## src/rtl/lgs_pkg.sv

```systemverilog
`timescale 1ns / 1ps
package lgs_pkg;

  localparam int CFG_W    = 11;
  localparam int COORD_W  = 10;
  localparam int APB_AW   = 3;
  localparam int APB_DW   = 32;
  localparam int MIN_DIM  = 3;
  localparam int DIM_RESET = 64;
  localparam int OUT_DEPTH = 3;

  localparam logic REG_BOARD_WIDTH  = 1'b0;
  localparam logic REG_BOARD_HEIGHT = 1'b1;

  // Per-item control that travels from the raster stage to the window stage.
  typedef struct packed {
    logic               stream_cell;
    logic               emit;
    logic               border;
    logic               last;
    logic [COORD_W-1:0] row;
    logic [COORD_W-1:0] col;
  } lgs_tag_t;

  typedef struct packed {
    logic               next_cell;
    logic [COORD_W-1:0] row;
    logic [COORD_W-1:0] col;
    logic               last;
  } lgs_result_t;

endpackage

```

## src/rtl/lgs_ram.sv

```systemverilog
`timescale 1ns / 1ps
module lgs_ram #(
  parameter int WIDTH = 2,
  parameter int DEPTH = 1024
) (
  input  logic                     clk_i,
  input  logic                     we_i,
  input  logic [$clog2(DEPTH)-1:0] waddr_i,
  input  logic [WIDTH-1:0]         wdata_i,
  input  logic                     re_i,
  input  logic [$clog2(DEPTH)-1:0] raddr_i,
  output logic [WIDTH-1:0]         rdata_o
);

  logic [WIDTH-1:0] mem [DEPTH];

  always_ff @(posedge clk_i) begin
    if (we_i) begin
      mem[waddr_i] <= wdata_i;
    end
    if (re_i) begin
      rdata_o <= mem[raddr_i];
    end
  end

endmodule

```

## src/rtl/lgs_raster.sv

```systemverilog
`timescale 1ns / 1ps
module lgs_raster #(
  parameter int MAX_WIDTH  = 1024,
  parameter int MAX_HEIGHT = 1024
) (
  input  logic                         clk_i,
  input  logic                         rst_ni,
  input  logic                         restart_i,
  input  logic [lgs_pkg::CFG_W-1:0]    cfg_width_i,
  input  logic [lgs_pkg::CFG_W-1:0]    cfg_height_i,
  input  logic                         accept_i,
  input  logic                         kind_i,
  input  logic                         cell_in_i,
  output logic [$clog2(MAX_WIDTH)-1:0] rd_addr_o,
  output lgs_pkg::lgs_tag_t            tag_o
);
  import lgs_pkg::*;

  localparam int CW = $clog2(MAX_WIDTH);
  localparam int HW = $clog2(MAX_HEIGHT);

  typedef enum logic [1:0] {RowFirst, RowSecond, RowSteady} row_phase_e;

  row_phase_e    phase_q, phase_d;
  logic [CW-1:0] in_col_q, in_col_d;
  logic [HW-1:0] emit_row_q, emit_row_d;
  logic [CW-1:0] emit_col_q, emit_col_d;

  logic [31:0]   w_use, h_use;
  logic [CW-1:0] w_m1;
  logic [HW-1:0] h_m1;
  logic          col_last, emitting, row_end, col_end, border, last;

  // Dimensions in use are clamped to the legal range.
  always_comb begin
    if (cfg_width_i < CFG_W'(MIN_DIM)) begin
      w_use = 32'(MIN_DIM);
    end else if (32'(cfg_width_i) > 32'(MAX_WIDTH)) begin
      w_use = 32'(MAX_WIDTH);
    end else begin
      w_use = 32'(cfg_width_i);
    end
    if (cfg_height_i < CFG_W'(MIN_DIM)) begin
      h_use = 32'(MIN_DIM);
    end else if (32'(cfg_height_i) > 32'(MAX_HEIGHT)) begin
      h_use = 32'(MAX_HEIGHT);
    end else begin
      h_use = 32'(cfg_height_i);
    end
  end

  assign w_m1 = CW'(w_use - 32'd1);
  assign h_m1 = HW'(h_use - 32'd1);

  assign col_last = (in_col_q == w_m1);
  assign emitting = (phase_q == RowSteady) || ((phase_q == RowSecond) && (in_col_q != '0));
  assign row_end  = (emit_row_q >= h_m1);
  assign col_end  = (emit_col_q >= w_m1);
  assign border   = (emit_row_q == '0) || row_end || (emit_col_q == '0) || col_end;
  assign last     = emitting && row_end && col_end;

  assign rd_addr_o         = in_col_q;
  assign tag_o.stream_cell = kind_i ? 1'b0 : cell_in_i;
  assign tag_o.emit        = emitting;
  assign tag_o.border      = border;
  assign tag_o.last        = last;
  assign tag_o.row         = COORD_W'(emit_row_q);
  assign tag_o.col         = COORD_W'(emit_col_q);

  always_comb begin
    phase_d    = phase_q;
    in_col_d   = in_col_q;
    emit_row_d = emit_row_q;
    emit_col_d = emit_col_q;
    if (restart_i || (accept_i && last)) begin
      phase_d    = RowFirst;
      in_col_d   = '0;
      emit_row_d = '0;
      emit_col_d = '0;
    end else if (accept_i) begin
      if (col_last) begin
        in_col_d = '0;
        case (phase_q)
          RowFirst:  phase_d = RowSecond;
          RowSecond: phase_d = RowSteady;
          default:   phase_d = RowSteady;
        endcase
      end else begin
        in_col_d = in_col_q + CW'(1);
      end
      if (emitting) begin
        if (col_end) begin
          emit_col_d = '0;
          emit_row_d = emit_row_q + HW'(1);
        end else begin
          emit_col_d = emit_col_q + CW'(1);
        end
      end
    end
  end

  always_ff @(posedge clk_i or negedge rst_ni) begin
    if (!rst_ni) begin
      phase_q    <= RowFirst;
      in_col_q   <= '0;
      emit_row_q <= '0;
      emit_col_q <= '0;
    end else begin
      phase_q    <= phase_d;
      in_col_q   <= in_col_d;
      emit_row_q <= emit_row_d;
      emit_col_q <= emit_col_d;
    end
  end

  a_in_col_range: assert property (@(posedge clk_i) disable iff (!rst_ni)
    in_col_q <= w_m1) else $error("input column beyond board width");
  a_emit_col_range: assert property (@(posedge clk_i) disable iff (!rst_ni)
    emit_col_q <= w_m1) else $error("emit column beyond board width");
  a_emit_row_range: assert property (@(posedge clk_i) disable iff (!rst_ni)
    emit_row_q <= h_m1) else $error("emit row beyond board height");

endmodule

```

## src/rtl/lgs_window.sv

```systemverilog
`timescale 1ns / 1ps
module lgs_window #(
  parameter int AW = 10
) (
  input  logic                  clk_i,
  input  logic                  rst_ni,
  input  logic                  restart_i,
  input  logic                  accept_i,
  input  logic [AW-1:0]         rd_addr_i,
  input  lgs_pkg::lgs_tag_t     tag_i,
  input  logic [1:0]            ram_rdata_i,
  output logic                  ram_we_o,
  output logic [AW-1:0]         ram_waddr_o,
  output logic [1:0]            ram_wdata_o,
  output logic                  push_o,
  output lgs_pkg::lgs_result_t  result_o
);
  import lgs_pkg::*;

  logic          valid_q;
  lgs_tag_t      tag_q;
  logic [AW-1:0] addr_q;
  logic          fwd_q;
  logic [1:0]    fwd_data_q;
  logic [8:0]    win_q, win_n;
  logic [1:0]    line;
  logic          nt, nm, center, value;
  logic [3:0]    count;

  // Line data: bit 1 is the row two above the input, bit 0 the row above.
  assign line = fwd_q ? fwd_data_q : ram_rdata_i;
  assign nt   = line[1];
  assign nm   = line[0];

  assign win_n  = {tag_q.stream_cell, win_q[8:7], nm, win_q[5:4], nt, win_q[2:1]};
  assign center = win_n[4];
  assign count  = 4'(win_n[0]) + 4'(win_n[1]) + 4'(win_n[2]) + 4'(win_n[3])
                + 4'(win_n[5]) + 4'(win_n[6]) + 4'(win_n[7]) + 4'(win_n[8]);
  assign value  = tag_q.border ? center : ((count == 4'd3) || ((count == 4'd2) && center));

  assign ram_we_o    = valid_q;
  assign ram_waddr_o = addr_q;
  assign ram_wdata_o = {nm, tag_q.stream_cell};

  assign push_o             = valid_q && tag_q.emit;
  assign result_o.next_cell = value;
  assign result_o.row       = tag_q.row;
  assign result_o.col       = tag_q.col;
  assign result_o.last      = tag_q.last;

  always_ff @(posedge clk_i or negedge rst_ni) begin
    if (!rst_ni) begin
      valid_q <= 1'b0;
      fwd_q   <= 1'b0;
      win_q   <= '0;
    end else begin
      valid_q <= accept_i;
      // A read that meets a write to the same column sees the new data.
      fwd_q   <= accept_i && valid_q && (addr_q == rd_addr_i);
      if (restart_i) begin
        win_q <= '0;
      end else if (valid_q) begin
        win_q <= tag_q.last ? '0 : win_n;
      end
    end
  end

  always_ff @(posedge clk_i) begin
    if (accept_i) begin
      tag_q  <= tag_i;
      addr_q <= rd_addr_i;
    end
    fwd_data_q <= ram_wdata_o;
  end

endmodule

```

## src/rtl/lgs_out_fifo.sv

```systemverilog
`timescale 1ns / 1ps
module lgs_out_fifo (
  input  logic                 clk_i,
  input  logic                 rst_ni,
  input  logic                 push_i,
  input  lgs_pkg::lgs_result_t data_i,
  input  logic                 pending_i,
  output logic                 room_o,
  output logic                 valid_o,
  input  logic                 ready_i,
  output lgs_pkg::lgs_result_t data_o
);
  import lgs_pkg::*;

  localparam int PW = $clog2(OUT_DEPTH);
  localparam int NW = $clog2(OUT_DEPTH + 1);

  lgs_result_t   mem_q [OUT_DEPTH];
  logic [PW-1:0] wr_ptr_q, rd_ptr_q;
  logic [NW-1:0] cnt_q;
  logic          pop;

  assign valid_o = (cnt_q != '0);
  assign data_o  = mem_q[rd_ptr_q];
  assign pop     = valid_o && ready_i;
  // Room for the result still in the window stage and one more item.
  assign room_o  = (32'(cnt_q) + 32'(pending_i)) <= 32'(OUT_DEPTH - 1);

  always_ff @(posedge clk_i or negedge rst_ni) begin
    if (!rst_ni) begin
      wr_ptr_q <= '0;
      rd_ptr_q <= '0;
      cnt_q    <= '0;
    end else begin
      if (push_i) begin
        wr_ptr_q <= (wr_ptr_q == PW'(OUT_DEPTH - 1)) ? '0 : wr_ptr_q + PW'(1);
      end
      if (pop) begin
        rd_ptr_q <= (rd_ptr_q == PW'(OUT_DEPTH - 1)) ? '0 : rd_ptr_q + PW'(1);
      end
      if (push_i && !pop) begin
        cnt_q <= cnt_q + NW'(1);
      end else if (pop && !push_i) begin
        cnt_q <= cnt_q - NW'(1);
      end
    end
  end

  always_ff @(posedge clk_i) begin
    if (push_i) begin
      mem_q[wr_ptr_q] <= data_i;
    end
  end

  a_cnt_bound: assert property (@(posedge clk_i) disable iff (!rst_ni)
    32'(cnt_q) <= 32'(OUT_DEPTH)) else $error("result queue count overflow");
  a_no_overrun: assert property (@(posedge clk_i) disable iff (!rst_ni)
    push_i |-> (32'(cnt_q) < 32'(OUT_DEPTH)) || pop)
    else $error("result pushed into a full queue");

endmodule

```

## src/rtl/life_generation_stencil.sv

```systemverilog
`timescale 1ns / 1ps
// Channel   Direction  Handshake               Payload
// in        input      in_valid_i / in_ready_o  kind_i, cell_in_i
// out       output     out_valid_o / out_ready_i next_cell_o, out_row_o, out_col_o, frame_last_o
// config    input      APB psel/penable/pwrite  paddr, pwdata, prdata (pready tied high)
//
// One input item is taken per clock while in_ready_o is high. Each item passes the
// raster stage (line buffer read issued) and the window stage (read data used, line
// buffer written back); the result of an emitting item is then written into the result queue.
// The single line buffer RAM sets the input rate: one read and one write per cycle.
// Reset clears positions, window and queue; line buffer contents are undefined
// until written and get no clearing pass.
// A three-entry result queue absorbs output stalls; in_ready_o falls when the queue,
// counting the result in the window stage, has no room for one more item.
module life_generation_stencil #(
  parameter int MAX_WIDTH  = 1024,
  parameter int MAX_HEIGHT = 1024
) (
  input  logic                         clk_i,
  input  logic                         rst_ni,
  // Cell stream in.
  input  logic                         in_valid_i,
  output logic                         in_ready_o,
  input  logic                         kind_i,
  input  logic                         cell_in_i,
  // Next generation out.
  output logic                         out_valid_o,
  input  logic                         out_ready_i,
  output logic                         next_cell_o,
  output logic [lgs_pkg::COORD_W-1:0]  out_row_o,
  output logic [lgs_pkg::COORD_W-1:0]  out_col_o,
  output logic                         frame_last_o,
  // Configuration.
  input  logic                         psel,
  input  logic                         penable,
  input  logic                         pwrite,
  input  logic [lgs_pkg::APB_AW-1:0]   paddr,
  input  logic [lgs_pkg::APB_DW-1:0]   pwdata,
  output logic [lgs_pkg::APB_DW-1:0]   prdata,
  output logic                         pready
);
  import lgs_pkg::*;

  localparam int AW = $clog2(MAX_WIDTH);

  logic [CFG_W-1:0] width_q, height_q;
  logic             cfg_wr;
  logic             accept;
  logic [AW-1:0]    rd_addr;
  lgs_tag_t         tag;
  logic [1:0]       ram_rdata, ram_wdata;
  logic             ram_we;
  logic [AW-1:0]    ram_waddr;
  logic             push, room;
  lgs_result_t      result, head;

  // Configuration port. Any write restarts the frame; keep the block idle then (not enforced).
  assign pready = 1'b1;
  assign cfg_wr = psel && penable && pwrite;

  always_comb begin
    case (paddr[2])
      REG_BOARD_WIDTH:  prdata = APB_DW'(width_q);
      REG_BOARD_HEIGHT: prdata = APB_DW'(height_q);
      default:          prdata = '0;
    endcase
  end

  always_ff @(posedge clk_i or negedge rst_ni) begin
    if (!rst_ni) begin
      width_q  <= CFG_W'(DIM_RESET);
      height_q <= CFG_W'(DIM_RESET);
    end else if (cfg_wr) begin
      case (paddr[2])
        REG_BOARD_WIDTH:  width_q  <= pwdata[CFG_W-1:0];
        REG_BOARD_HEIGHT: height_q <= pwdata[CFG_W-1:0];
        default:          width_q  <= width_q;
      endcase
    end
  end

  assign in_ready_o = room;
  assign accept     = in_valid_i && in_ready_o;

  // Raster stage: input position, emit position and border decisions.
  lgs_raster #(
    .MAX_WIDTH  (MAX_WIDTH),
    .MAX_HEIGHT (MAX_HEIGHT)
  ) u_raster (
    .clk_i        (clk_i),
    .rst_ni       (rst_ni),
    .restart_i    (cfg_wr),
    .cfg_width_i  (width_q),
    .cfg_height_i (height_q),
    .accept_i     (accept),
    .kind_i       (kind_i),
    .cell_in_i    (cell_in_i),
    .rd_addr_o    (rd_addr),
    .tag_o        (tag)
  );

  // Both line buffers share one RAM word per column: {upper, middle}.
  lgs_ram #(
    .WIDTH (2),
    .DEPTH (MAX_WIDTH)
  ) u_lines (
    .clk_i   (clk_i),
    .we_i    (ram_we),
    .waddr_i (ram_waddr),
    .wdata_i (ram_wdata),
    .re_i    (accept),
    .raddr_i (rd_addr),
    .rdata_o (ram_rdata)
  );

  // Window stage: 3x3 shift, B3/S23 rule (border cells kept) and line buffer write-back.
  lgs_window #(
    .AW (AW)
  ) u_window (
    .clk_i       (clk_i),
    .rst_ni      (rst_ni),
    .restart_i   (cfg_wr),
    .accept_i    (accept),
    .rd_addr_i   (rd_addr),
    .tag_i       (tag),
    .ram_rdata_i (ram_rdata),
    .ram_we_o    (ram_we),
    .ram_waddr_o (ram_waddr),
    .ram_wdata_o (ram_wdata),
    .push_o      (push),
    .result_o    (result)
  );

  // Result queue decouples the output transfer from the pipeline.
  lgs_out_fifo u_out_fifo (
    .clk_i     (clk_i),
    .rst_ni    (rst_ni),
    .push_i    (push),
    .data_i    (result),
    .pending_i (push),
    .room_o    (room),
    .valid_o   (out_valid_o),
    .ready_i   (out_ready_i),
    .data_o    (head)
  );

  assign next_cell_o  = head.next_cell;
  assign out_row_o    = head.row;
  assign out_col_o    = head.col;
  assign frame_last_o = head.last;

endmodule
```

## config.mk

```make
export PLATFORM = sky130hd
export DESIGN_NAME = life_generation_stencil
export DESIGN_NICKNAME = d
export VERILOG_FILES = /design/src/rtl/lgs_pkg.sv /design/src/rtl/lgs_ram.sv /design/src/rtl/lgs_raster.sv /design/src/rtl/lgs_window.sv /design/src/rtl/lgs_out_fifo.sv /design/src/rtl/life_generation_stencil.sv
export SDC_FILE = /design/constraint.sdc
export NUM_CORES = 2
export LEC_CHECK = 0
export ABC_CLOCK_PERIOD_IN_PS = 20000
export BUFFER_PORTS_ARGS = -buffer_cell sky130_fd_sc_hd__buf_2
export CORE_UTILIZATION = 60
export DETAILED_ROUTE_END_ITERATION = 16
export PLACE_DENSITY_LB_ADDON = 0.3
export SYNTH_ARGS = -nofsm -noshare
export SYNTH_HDL_FRONTEND = slang
export SYNTH_SLANG_ARGS = --single-unit
```

## constraint.sdc

```tcl
create_clock -name clk_i -period 20 [get_ports clk_i]
set_clock_uncertainty 0.15 [all_clocks]
set_input_delay 3 -clock clk_i [delete_from_list [all_inputs] [get_ports clk_i]]
set_output_delay 3 -clock clk_i [all_outputs]
set_load 0.05 [all_outputs]
```

# Word-level counts from Yosys, hierarchy flattened
# Memories as Yosys holds them, arrays and structs flattened. A register that Yosys moved wholly into a read port is not among the register bits.
# Index checks and enable logic that the tools add are counted.
# word_totals
reg_bits	107
mem_bits_rw	2114
out_inout_bits	57
n_memories	2
# classes
n_addsub	17
n_lt_le_gt_ge	7
eq_ne	8
mux	33
bitwise_logic	1
reduce_logical	38
# mem_list
name	words	width	rd	rd_clocked_by_memory_dff	write_ports	line	text
u_lines.mem	1024	2	1	1	1	lgs_ram.sv:15	logic [WIDTH-1:0] mem [DEPTH];
u_out_fifo.mem_q	3	22	1	0	1	lgs_out_fifo.sv:18	lgs_result_t mem_q [OUT_DEPTH];
# op_table
operator	n
$mux 10	15
$pmux 32 s2	1
$le 32x2->1 const B	1
$add 10x1->10 const B	3
$mux 9	3
$add 4x1->4	6
$gt 11x11->1 const B	2
$lt 11x2->1 const B	2
$eq 10x10->1	2
$ge 10x10->1	2
$logic_not 10->1	2
$sub 10x1->10 const B	2
$mux 2	9
$logic_and 1x1->1	14
$reduce_bool 2->1	7
$reduce_bool 10->1	1
$eq 4x2->1 const B	2
$reduce_and 2->1	4
$add 2x1->2 const B	3
$eq 2x2->1 const B	3
$logic_or 1x1->1	6
$mux 1	5
$add 2x1->3	1
$reduce_and 3->1	1
other kinds (6)	7

# Longest topological paths before layout
# logic_depth
ltp_word	11
mapped_depth	18
mapped_depth_nobuf	17

# Modules after synthesis
# A second synthesis with hierarchy kept.
# hier_totals
cells_unflattened	5551
area_unflattened_um2	92760.2
# modules_own_cells
module	n_inst	cells_per_inst	area_per_inst_um2
lgs_ram	1	4793	83777.8
lgs_raster	1	372	3062.9
lgs_out_fifo	1	172	2815.2
lgs_window	1	128	1893.1
life_generation_stencil	1	86	1211.2

# Worst setup path after synthesis
# OpenSTA, ideal clock, no wires.
# synth_timing
path_type	reg2reg
from	register u_window.tag_q, in the netlist u_window.ram_wdata_o[0]
to	memory u_out_fifo.mem_q[0][21] (netlist bit), data pin
t_arrival_ns	15.233
required_ns	19.710
slack_ns	4.477
path_stages_with_launch	11
path_buffers	0
synth_period_minus_slack_ns	15.523
path_cell_list	edfxtp_1 inv_1 fa_1 inv_1 fa_1 inv_1 fa_1 a2111oi_0 a21oi_1 nor2_1 o22a_1
# synth_rtl
element	line	text
start: declaration	lgs_window.sv:21	lgs_tag_t tag_q;
start signal: assignment	lgs_window.sv:70	tag_q <= tag_i;
end: declaration	lgs_out_fifo.sv:18	

# Final worst setup path
# layout_timing
from	input port paddr[2] (netlist bit)
to	output port prdata[9] (netlist bit)
# layout_via
elab_chain_cells	2
# layout_rtl
element	line	text
start: declaration	life_generation_stencil.sv:37	input logic [lgs_pkg::APB_AW-1:0] paddr,
$not 1->1 (no line)	-	
$pmux 32 s2 (*)	life_generation_stencil.sv:62	case (paddr[2])
end: declaration	life_generation_stencil.sv:39	output logic [lgs_pkg::APB_DW-1:0] prdata,
# Every way passes the cells marked *; elsewhere a longest branch is shown, timed or not. The select of a mux whose other input is x is not followed.

==> metrics.txt <==
status=finished clean; WS Path Type=in2out; RSZ-0062 raised after global routing=no; Max Cap Viol=0; Max Clk Rate=141 MHz; clock slew at reported path FFs=60 ps; Sw Pwr=4.34 mW; clock network power share=28.1%; Layout area overhead=9.63%; DR DRC count=0; largest fanout on the critical path=14; DRT Wirelength=226000 um; reg2reg start=u_raster.rd_addr_o[0]; R2R Path End=u_lines.rdata_o[1]; Post-synth EDFFs=2150; Leak=30.2 nW; vias in the first global route=49100; Comb pwr share=28.5%; ys flop type=edfxtp_1; clock tree buffer depth=3; Reg power frac=43.3%; crit-path cells=buf_2 -> mux2_2 -> buf_2; final hold vios=0; R2R depth=13; Final Slew Violations=0; Vias=50000; Int Power=9.28 mW; Worst path slowest cell=mux2_2; most frequent cell after synthesis=edfxtp_1; gpl congestion=0.828; Worst-Skew Late Latency=870 ps; Critical Path Sink Type=output pin; Die H=391 um; Hold Crit Class=reg2reg; fin nets=5314; CP Capture Point=prdata[9]; top post-synthesis cells by area=edfxtp_1 (71%), mux4_2 (13%), nor2_1 (4.4%); wl on met1=82500 um; Buf/Inv on CP=2; post-synthesis sequential area ratio=72.9%; CTS tree=built; Worst EP required=16850 ps; drt first pass iters=6; minimum clock period=7080 ps; VDD IR max=0.106 mV; Yosys top cell by area=edfxtp_1; Post-Place Worst Slack=12920 ps; met3 WL=26800 um; CTS H-tree lvls=4; GRT overflow=0; DR WL met2=107000 um; CTS hold repair buffers=0; setup TNS=0 ps; Worst Max-Slew Pin Slew=1310 ps; Setup violations, final=0; Synth cell types=72; Max stage delay on crit path=400 ps; GRT Resource Usage Total=29.9%; Async S/R FF share, synth=3.06%; Critical Path Source=paddr[2]; Most Frequent Cell on Critical Path=buf_2; setup bufs post-CTS=0; Yosys warnings=0; Synth Area per Inst=17.2 um^2; WP data arrival=3930 ps; slew margin rel.=11.9%; commonest cells in the netlist=edfxtp_1 (2150), nor2_1 (1074), mux4_2 (519); antenna-violating nets left=0; share of layout cells above drive strength 1=19.7%; cell count after synthesis=5299; pwr dens=137 nW/um^2; crit share post-route=35.4%; Initial Util=60.5%; clock root cell=clkbuf_16; Rows=142; initial antenna violation count=3; Sw Share=31.9%; Worst R2R Setup Slack=12940 ps; Die ar.=153000 um^2; core area=150000 um^2; Cell Area, Synth=90900 um^2; Chip Width=391 um; Yosys reg bits=2220; Avg WL per Cell=30.4 um; post_cts resized=0; fillers=9634; Initial DRC Count=7491; CP startpoint kind=input pin; family with the most delay on the worst path=buffers and inverters; fin worst setup slack=12920 ps; top routing layer used=met5; area of the multi-input gates=23100 um^2; top-area cell type share of the netlist area=71.0%; CTS sink count=2220; dpl hpwl=117000 um; Worst path depth=3; Reg area=66300 um^2; Port Buffers=55; largest net degree at the start of global routing=262; first-pass GRT wire length=326000 um; Ports=101; number of buffers created by CTS=207; Via density=6.74
==> placed cells by master, fill, tap and decap left out, types with 37 or more instances in the layout <==
| cell | n |
|---|---|
| mux2i_1 | 49 |
| nor3_1 | 37 |
| nand2_1 | 143 |
| nand3_1 | 39 |
| mux4_2 | 519 |
| clkbuf_1 | 47 |
| a21oi_1 | 94 |
| buf_4 | 90 |
| clkbuf_16 | 213 |
| o22ai_1 | 58 |
| buf_2 | 54 |
| nor2_1 | 1071 |
| dfrtp_1 | 60 |
| o21ai_0 | 65 |
| clkinv_1 | 42 |
| mux2_2 | 37 |
| edfxtp_1 | 2150 |
| a22oi_1 | 144 |
==> state kept, by name, summed over array words and instances (netlist names), 6 cells and up <==
name                  count
u_raster.rd_addr_o       10
u_lines.mem            2048
u_raster.emit_row_q      10
width_q                  11
u_out_fifo.mem_q         66
u_window.win_q            6
u_window.ram_waddr_o     10
u_window.result_o        21
height_q                 11
u_raster.emit_col_q      10
==> metrics by stage <==
stage	power [mW]	utilization, %	std cells	hold slack [ps]	area, um^2
2_1_floorplan	9.10	-	5319	270	91000
3_3_place_gp	9.78	62.0	7038	293	93100
3_5_place_dp	9.84	62.0	7038	304	93100
4_1_cts	13.6	66.4	7412	318	99600
5_1_grt	14.0	66.4	7412	330	99600
6_report	13.6	66.4	7416	316	99600
==> power by group through the flow <==
stage	logic, mW	clock network, mW	registers, mW
2_1_floorplan	2.59	0	6.50
3_3_place_gp	3.79	0	5.99
3_5_place_dp	3.84	0	6.00
4_1_cts	3.87	3.86	5.90
5_1_grt	4.09	4.03	5.92
6_report	3.88	3.83	5.90
==> cell type report <==
class                           instances  share of cell area, %
Timing Repair Buffer                  147                   1.01
Clock buffer                          260                   5.53
Sequential cell                      2220                   66.6
Tap cell                             2016                   2.53
Clock inverter                        114                   1.05
Antenna cell                            4                 0.0100
Inverter                               27                  0.109
Multi-Input combinational cell       2628                   23.2
==> worst min path at each step <==
stage / from / to / slack [ps] / depth (start not counted)
after floorplan: u_raster.rd_addr_o[2] / u_window.ram_waddr_o[2] / 270 / 0
after global placement: u_window.result_o[7] / u_out_fifo.mem_q[0][7] / 290 / 0
after detailed placement: u_window.result_o[8] / u_out_fifo.mem_q[1][8] / 300 / 0
after CTS: u_window.result_o[2] / u_out_fifo.mem_q[1][2] / 320 / 0
after global routing: u_window.result_o[8] / u_out_fifo.mem_q[1][8] / 330 / 0
final: u_window.result_o[8] / u_out_fifo.mem_q[1][8] / 320 / 0
==> metal layers <==
layer  up-vias  GRT usage (%)
met5         -              0
met4         2           12.3
met3       517           6.58
met2      3254           46.2
met1     25700           41.9
li1      20500              -
==> logic make-up after synthesis <==
| kind of cell | synth area share (%) |
|---|---|
| buffers and inverters | 2.22 |
| adders and majority gates | 0.570 |
| muxes | 13.9 |
| AOI/OAI and AO/OA | 3.40 |
| DFF | 72.9 |
| and+or+nand+nor | 6.68 |
| other | 0.00826 |
| xor gates and xnor gates | 0.308 |
Power figures use the tool's default switching activity.
